==> config.mk <==
export PLATFORM = sky130hd
export DESIGN_NAME = tuning_knob_accelerator_unit
export DESIGN_NICKNAME = d
export VERILOG_FILES = /design/src/sv/tka_pkg.sv /design/src/sv/tuning_knob_accelerator_unit.sv
export SDC_FILE = /design/constraint.sdc
export NUM_CORES = 1
export LEC_CHECK = 0
export BUFFER_PORTS_ARGS = -buffer_cell sky130_fd_sc_hd__buf_2
export CORE_MARGIN = 2
export CORE_UTILIZATION = 60
export DETAILED_ROUTE_END_ITERATION = 8
export PLACE_DENSITY = 0.87
export SLEW_MARGIN = 40
export SYNTH_ARGS = -nofsm -noshare
export SYNTH_HDL_FRONTEND = slang
export SYNTH_SLANG_ARGS = --single-unit
==> constraint.sdc <==
create_clock -name aclk -period 8.5 [get_ports aclk]
set_input_delay 0.85 -clock aclk [delete_from_list [all_inputs] [get_ports aclk]]
set_output_delay 0.85 -clock aclk [all_outputs]
set_load 0.01 [all_outputs]
==> src/sv/tka_pkg.sv <==
`timescale 1ns / 1ps
// ----------------------------------------------------------------------------
// Tuning knob accelerator package
// Beat types, register indexes, event codes and the step size table.
// ----------------------------------------------------------------------------
package tka_pkg;

    localparam int FREQ_BITS_DEF  = 24;
    localparam int TICK_LIMIT_DEF = 500;

    localparam int FREQ_OUT_W  = 24;
    localparam int LOAD_W      = 24;
    localparam int CFG_INDEX_W = 2;
    localparam int CFG_DATA_W  = 16;
    localparam int WINDOW_W    = 9;
    localparam int RUN_W       = 16;
    localparam int STEP_W      = 10;

    localparam int TICK_RESET = 255;

    localparam logic [1:0]       MODE_RESET     = 2'd0;
    localparam logic [WINDOW_W-1:0] WINDOW_RESET = 9'd30;
    localparam logic [RUN_W-1:0] MID_RESET      = 16'd150;
    localparam logic [RUN_W-1:0] FAST_RESET     = 16'd500;

    typedef enum logic [CFG_INDEX_W-1:0] {
        CFG_TUNING_MODE    = 2'd0,
        CFG_FAST_WINDOW    = 2'd1,
        CFG_MID_THRESHOLD  = 2'd2,
        CFG_FAST_THRESHOLD = 2'd3
    } cfg_index_t;

    typedef enum logic [1:0] {
        EVT_TICK = 2'd0,
        EVT_UP   = 2'd1,
        EVT_DOWN = 2'd2,
        EVT_LOAD = 2'd3
    } evt_kind_t;

    typedef enum logic [1:0] {
        DIR_NONE = 2'd0,
        DIR_UP   = 2'd1,
        DIR_DOWN = 2'd2
    } dir_t;

    typedef enum logic [1:0] {
        MODE_SSB = 2'd0,
        MODE_AM  = 2'd1,
        MODE_FM  = 2'd2
    } mode_t;

    typedef enum logic [1:0] {
        STEP_SMALL  = 2'd0,
        STEP_MEDIUM = 2'd1,
        STEP_LARGE  = 2'd2
    } step_size_t;

    typedef struct packed {
        logic [1:0]        event_kind;
        logic [LOAD_W-1:0] load_value;
    } in_beat_t;

    typedef struct packed {
        logic [FREQ_OUT_W-1:0] frequency;
        logic                  changed;
    } out_beat_t;

    // Step in 50 Hz units; the unused mode code falls back to the fine steps.
    function automatic logic [STEP_W-1:0] step_lookup(input logic [1:0] mode,
                                                      input logic [1:0] size);
        logic [STEP_W-1:0] s;
        case (mode)
            MODE_AM: begin
                case (size)
                    STEP_LARGE:  s = 10'd400;
                    STEP_MEDIUM: s = 10'd100;
                    default:     s = 10'd20;
                endcase
            end
            MODE_FM: begin
                case (size)
                    STEP_LARGE:  s = 10'd1000;
                    STEP_MEDIUM: s = 10'd500;
                    default:     s = 10'd50;
                endcase
            end
            default: begin
                case (size)
                    STEP_LARGE:  s = 10'd20;
                    STEP_MEDIUM: s = 10'd10;
                    default:     s = 10'd1;
                endcase
            end
        endcase
        return s;
    endfunction

endpackage

==> src/sv/tuning_knob_accelerator_unit.sv <==
`timescale 1ns / 1ps
// ----------------------------------------------------------------------------
// Tuning knob accelerator
// Rotary encoder tuning with speed dependent step size and saturating
// frequency, kept in 50 Hz units.
// ----------------------------------------------------------------------------
// Usage:
// Events arrive as beats on the s_ channel (tick, up detent, down detent or
// load). Every event yields exactly one result beat on the m_ channel with
// the frequency after the event and a flag telling whether it changed.
// Registers are to be written through cfg_we, cfg_index and cfg_wdata only
// while the block is idle; the block itself does not enforce this. A write
// takes effect at the clock edge it is presented. An input beat passes
// through the input register, then through the update logic into the result
// register. Throughput is one beat per cycle while the receiver does not
// stall, set by the state update between those two registers.
// When the receiver stalls, the result register holds its beat and the
// input register still takes one more beat before s_ready drops.
// Reset (aresetn low at a clock edge) empties both registers and restores the
// register defaults, the tick timer to 255 and the frequency to zero.
// ----------------------------------------------------------------------------
module tuning_knob_accelerator_unit #(
    parameter int FREQ_BITS  = tka_pkg::FREQ_BITS_DEF,
    parameter int TICK_LIMIT = tka_pkg::TICK_LIMIT_DEF
) (
    input  logic                             aclk,
    input  logic                             aresetn,
    input  logic                             s_valid,
    output logic                             s_ready,
    input  tka_pkg::in_beat_t                s_beat,
    output logic                             m_valid,
    input  logic                             m_ready,
    output tka_pkg::out_beat_t               m_beat,
    input  logic                             cfg_we,
    input  logic [tka_pkg::CFG_INDEX_W-1:0]  cfg_index,
    input  logic [tka_pkg::CFG_DATA_W-1:0]   cfg_wdata
);

    localparam int TICK_BITS = $clog2(TICK_LIMIT + 1);
    localparam int TICK_W    = (TICK_BITS > tka_pkg::WINDOW_W) ? TICK_BITS
                                                               : tka_pkg::WINDOW_W;
    localparam int WIDE_W    = FREQ_BITS + tka_pkg::FREQ_OUT_W;
    localparam int RUN_W     = tka_pkg::RUN_W;

    logic [1:0]                     mode_reg;
    logic [tka_pkg::WINDOW_W-1:0]   window_reg;
    logic [RUN_W-1:0]               mid_thr_reg;
    logic [RUN_W-1:0]               fast_thr_reg;

    logic [TICK_W-1:0]              tick_reg,  tick_next;
    logic [1:0]                     dir_reg,   dir_next;
    logic [RUN_W-1:0]               run_reg,   run_next;
    logic [FREQ_BITS-1:0]           freq_reg,  freq_next;

    logic                           in_valid_reg;
    tka_pkg::in_beat_t              in_beat_reg;
    logic                           out_valid_reg;
    tka_pkg::out_beat_t             out_beat_reg, out_beat_next;

    logic                           advance;
    logic [1:0]                     kind;
    logic [RUN_W-1:0]               run_cont;
    logic [1:0]                     size;
    logic [tka_pkg::STEP_W-1:0]     step;
    logic [FREQ_BITS-1:0]           step_ext;
    logic [FREQ_BITS:0]             up_sum;
    logic [FREQ_BITS-1:0]           up_freq;
    logic [FREQ_BITS-1:0]           down_freq;
    logic [WIDE_W-1:0]              load_wide;
    logic [WIDE_W-1:0]              freq_wide;

    assign advance = in_valid_reg && (!out_valid_reg || m_ready);
    assign s_ready = !in_valid_reg || advance;
    assign m_valid = out_valid_reg;
    assign m_beat  = out_beat_reg;

    assign kind = in_beat_reg.event_kind;

    always_comb begin
        if (tick_reg < TICK_W'(window_reg)) begin
            run_cont = (run_reg == '1) ? run_reg : run_reg + RUN_W'(1);
        end else begin
            run_cont = RUN_W'(1);
        end
        if (run_cont > fast_thr_reg) begin
            size = tka_pkg::STEP_LARGE;
        end else if (run_cont > mid_thr_reg) begin
            size = tka_pkg::STEP_MEDIUM;
        end else begin
            size = tka_pkg::STEP_SMALL;
        end
    end

    assign step      = tka_pkg::step_lookup(mode_reg, size);
    assign step_ext  = FREQ_BITS'(step);
    assign up_sum    = {1'b0, freq_reg} + {1'b0, step_ext};
    assign up_freq   = up_sum[FREQ_BITS] ? '1 : up_sum[FREQ_BITS-1:0];
    assign down_freq = (freq_reg < step_ext) ? '0 : freq_reg - step_ext;
    assign load_wide = WIDE_W'(in_beat_reg.load_value);

    always_comb begin
        tick_next = tick_reg;
        dir_next  = dir_reg;
        run_next  = run_reg;
        freq_next = freq_reg;
        case (kind)
            tka_pkg::EVT_TICK: begin
                if (tick_reg < TICK_W'(TICK_LIMIT)) begin
                    tick_next = tick_reg + TICK_W'(1);
                end
            end
            tka_pkg::EVT_UP, tka_pkg::EVT_DOWN: begin
                tick_next = '0;
                if (kind != dir_reg) begin
                    run_next = '0;
                    dir_next = kind;
                end else begin
                    run_next  = run_cont;
                    freq_next = (kind == tka_pkg::EVT_UP) ? up_freq : down_freq;
                end
            end
            tka_pkg::EVT_LOAD: begin
                freq_next = load_wide[FREQ_BITS-1:0];
            end
            default: begin
                freq_next = freq_reg;
            end
        endcase
    end

    assign freq_wide = WIDE_W'(freq_next);

    always_comb begin
        out_beat_next.frequency = freq_wide[tka_pkg::FREQ_OUT_W-1:0];
        out_beat_next.changed   = (freq_next != freq_reg);
    end

    always_ff @(posedge aclk) begin
        if (!aresetn) begin
            mode_reg     <= tka_pkg::MODE_RESET;
            window_reg   <= tka_pkg::WINDOW_RESET;
            mid_thr_reg  <= tka_pkg::MID_RESET;
            fast_thr_reg <= tka_pkg::FAST_RESET;
        end else if (cfg_we) begin
            case (cfg_index)
                tka_pkg::CFG_TUNING_MODE:    mode_reg     <= cfg_wdata[1:0];
                tka_pkg::CFG_FAST_WINDOW:    window_reg   <= cfg_wdata[tka_pkg::WINDOW_W-1:0];
                tka_pkg::CFG_MID_THRESHOLD:  mid_thr_reg  <= cfg_wdata;
                tka_pkg::CFG_FAST_THRESHOLD: fast_thr_reg <= cfg_wdata;
                default:                     mode_reg     <= mode_reg;
            endcase
        end
    end

    always_ff @(posedge aclk) begin
        if (!aresetn) begin
            tick_reg <= TICK_W'(tka_pkg::TICK_RESET);
            dir_reg  <= tka_pkg::DIR_NONE;
            run_reg  <= '0;
            freq_reg <= '0;
        end else if (advance) begin
            tick_reg <= tick_next;
            dir_reg  <= dir_next;
            run_reg  <= run_next;
            freq_reg <= freq_next;
        end
    end

    always_ff @(posedge aclk) begin
        if (!aresetn) begin
            in_valid_reg  <= 1'b0;
            out_valid_reg <= 1'b0;
        end else begin
            if (s_valid && s_ready) begin
                in_valid_reg <= 1'b1;
            end else if (advance) begin
                in_valid_reg <= 1'b0;
            end
            if (advance) begin
                out_valid_reg <= 1'b1;
            end else if (m_ready) begin
                out_valid_reg <= 1'b0;
            end
        end
    end

    always_ff @(posedge aclk) begin
        if (s_valid && s_ready) begin
            in_beat_reg <= s_beat;
        end
        if (advance) begin
            out_beat_reg <= out_beat_next;
        end
    end

endmodule

==> impl_metrics.py <==
metrics = {
    "die": {
        "core_area_um2": 17100,
        "die_h_um": 135,
        "fp-row-count": 48,
        "ios": 76,
        "die_area_um2": 18300,
        "start_util_pct": 60.7,
        "dieWidth_um": 135,
    },
    "finish": {
        "nets": 1466,
        "final_area_um2": 11400,
        "antennaDiodeCount": 0,
        "num-fill-cells": 1467,
        "regArea_um2": 3450,
        "drive_above_1_share_pct": 12.0,
        "largest_reg_flops": 25,
        "multi_input_area_um2": 6300,
        "areaGrowthSynthToFinish_pct": 10.1,
    },
    "place": {
        "placed_area_um2": 10800,
        "place_hpwl_um": 25900,
        "port_buffers": 75,
        "routabilityCongestion": 1.08,
    },
    "sta": {
        "skew_ns": 0.0113,
        "worst_pin_slew_ns": 0.896,
        "min_period_ns": 8.07,
        "final_max_slew_viol_count": 0,
        "max_slew_margin_pct": 39.7,
        "clock.fmax_mhz": 124,
        "totalNegativeSetupSlack_ns": 0,
        "hold_violations": 0,
        "finalCritPeriodShare_pct": 94.9,
        "finalSetupViolations": 0,
        "rsz0062_at_grt": "no",
    },
    "global_route": {
        "grt_util_all_layers_pct": 39.3,
        "grt_remaining_overflow": 0,
        "grt_antenna_before_repair": 0,
        "grt_max_degree": 70,
        "grt_pass1_wl_um": 55100,
        "grt_pass1_vias": 10164,
    },
    "routing": {
        "routedWlPerCell_um": 22.6,
        "avgViaCountPerCell": 6.76,
        "first_pass_iters": 9,
        "vias": 10712,
        "remaining_drc_errors": 0,
        "drt_iter0_markers": 1697,
        "totalWireLength_um": 35700,
        "ant_nets": 0,
    },
    "clock_network": {
        "cts_buffers": 17,
        "htree_levels": 4,
        "cts_setup_buffers": 0,
        "hold_buffers": 0,
        "cts_tree": "built",
        "cts.clk_slew.worst_paths_ns": 0.07,
        "insertion_delay_ns": 0.45,
        "clock-sinks": 147,
        "cts-root-buf": "clkbuf_16",
        "cts_resized": 0,
        "clock_path_buffers": 2,
    },
    "logic_synthesis": {
        "synth_warnings": 0,
        "synthFlopType": "dfxtp_1",
        "synth_edf_count": 51,
        "synthMuxAreaShare_pct": 1.21,
        "synth_nets": 1428,
        "synth-xor-area-share_pct": 2.71,
        "post_synth_num_cell_types": 89,
        "syn_avg_cell_area_um2": 7.92,
        "netlist_instances": 1308,
        "synthArstFlopShare_pct": 0,
        "synth_seq_cells": 147,
        "synth_top_family_by_area": "compound AO/OA/AOI/OAI gates",
        "synthAdderAreaFrac_pct": 8.72,
        "synth_compound_area_share_pct": 24.1,
        "yosysSeqAreaShare_pct": 33.3,
        "netlist_area_um2": 10400,
        "synth_simple_gate_area_share_pct": 24.0,
    },
    "power_and_ir_drop": {
        "p_sw_share_pct": 34.7,
        "ir_drop_mv": 0.160,
        "leakage_nw": 4.52,
        "comb_power_share_pct": 23.1,
        "power_density_nw_per_um2": 180,
        "clkPwrFrac_pct": 37.6,
        "p_seq_share_pct": 39.3,
        "p_sw_mw": 0.713,
        "p_int_mw": 1.34,
    },
    "worst_setup_path": {
        "cpMostUsedCell": "nor2_1",
        "crit_required_ns": 8.69,
        "reg2reg_from": "run_reg[3]",
        "critPathLaunchType": "register",
        "r2r_cells": 30,
        "ff2ff_setup_slack_ns": 0.43,
        "arrival_ns": 8.26,
        "max_stage_delay_ns": 0.66,
        "crit_type": "register to register",
        "critPathMaxFanout": 10,
        "critPathSlowestCell": "a21oi_1",
        "critPathCaptureType": "register",
        "r2r-end": "m_beat[0]",
    },
    "job": {
        "drv_cap": 0,
    },
    "worst_hold_path": {
        "min_from": "mid_thr_reg[14]",
        "holdPathEnd": "mid_thr_reg[14]",
        "worst_hold_path_type": "register to register",
        "min_path_cells": 2,
    },
    "run_status": {
        "status": "finished, final reports clean",
    },
}
==> synthesized netlist by cell type, types with 9 or more instances <==
master    number  area (um^2)
a211oi_1      12         90.1
o21ai_0       52          260
a21o_1        21          158
and2_1        13         81.3
nor3_1        33          165
nand2_1      184          691
clkbuf_1      51          191
ha_1          69          863
a21oi_1      139          696
edfxtp_1      51         1530
a31oi_1       12         75.1
nand3_1       36          180
nor2_1       117          439
o21a_1        12         90.1
o22ai_1        9         56.3
dfxtp_1       96         1920
or3_1         12         75.1
nand4_1       31          194
buf_2         10         50.1
nand2b_1      21          131
o211ai_1      25          188
nor2b_1       13         81.3
inv_1         75          282
nor4_1         9         56.3
xor2_1        14          123
and3_1        16          100
xnor2_1       18          158
==> layer usage <==
metal	vias to the layer above	wire length (um)	track usage, %
met5	-	0	0
met4	0	2600	24.0
met3	193	3860	8.90
met2	776	16100	64.0
met1	4921	13200	47.3
li1	4822	-	-
==> how the worst max path moves through the flow <==
| stage | from | endpoint | slack [ns] | cells after the start |
|---|---|---|---|---|
| after CTS | run_reg[3] | m_beat[0] | 0.72 | 30 |
| after detailed placement | run_reg[3] | m_beat[0] | 0.83 | 30 |
| final | run_reg[3] | m_beat[0] | 0.43 | 30 |
| after global placement | run_reg[3] | m_beat[0] | 0.92 | 30 |
| after floorplan | run_reg[3] | m_beat[0] | 1.56 | 31 |
| after global routing | run_reg[3] | m_beat[0] | 0.08 | 30 |
==> through the flow <==
step / hold WS (ns) / worst slack [ns] / total power, mW / utilization (%) / cells
global placement: 0.443 / 0.925 / 1.27 / 63.4 / 1552
detailed placement: 0.447 / 0.828 / 1.27 / 63.4 / 1552
CTS: 0.457 / 0.723 / 2.04 / 66.9 / 1584
finish: 0.455 / 0.431 / 2.06 / 66.9 / 1584
global route: 0.470 / 0.0785 / 2.11 / 66.9 / 1584
floorplan: 0.436 / 1.56 / 1.12 / - / 1308
==> cells in the final DEF, fill, tap and decap left out, drive strengths merged, types with 18 or more instances in the layout <==
master / count
a21o: 21
edfxtp: 51
nand2b: 22
a21oi: 140
inv: 87
ha: 69
o21ai: 56
nand4: 31
clkbuf: 19
nor3: 34
dfxtp: 96
nand2: 186
nand3: 37
o211ai: 25
buf: 90
nor2: 118
xnor2: 18
==> power by group through the flow <==
stage	Clock [mW]	Sequential [mW]	Combinational, mW
3_5_place_dp	0	0.821	0.452
6_report	0.772	0.809	0.475
5_1_grt	0.796	0.811	0.506
2_1_floorplan	0	0.804	0.317
3_3_place_gp	0	0.821	0.448
4_1_cts	0.775	0.806	0.456
==> kinds of logic (layout without fill, tap and decap cells) <==
kind of cell | after synthesis | in the layout
fa+ha+maj | 71 | 71
mux | 12 | 12
flops | 147 | 147
xor+xnor | 32 | 32
buf+inv | 149 | 200
compound gates | 377 | 377
simple gates | 520 | 520
==> final cells by class <==
class / instances / share of cell area [%]
flip-flops and latches: 147 / 30.3
well taps: 225 / 2.47
multi-input cells: 1012 / 55.2
clock inverters: 13 / 1.13
repair buffers: 90 / 4.28
inverters: 78 / 2.59
clock buffers: 19 / 4.07
==> critical path: cells and delay by family, from the launching register on <==
| kind | cells | cell delay (ns) |
|---|---|---|
| simple gates | 13 | 3.03 |
| compound gates | 12 | 2.85 |
| fa+ha+maj | 2 | 0.81 |
| flops | 1 | 0.49 |
| mux | 1 | 0.30 |
| xor+xnor | 1 | 0.20 |
| buf+inv | 1 | 0.11 |
Note: power is estimated with default switching activity, not from simulation.
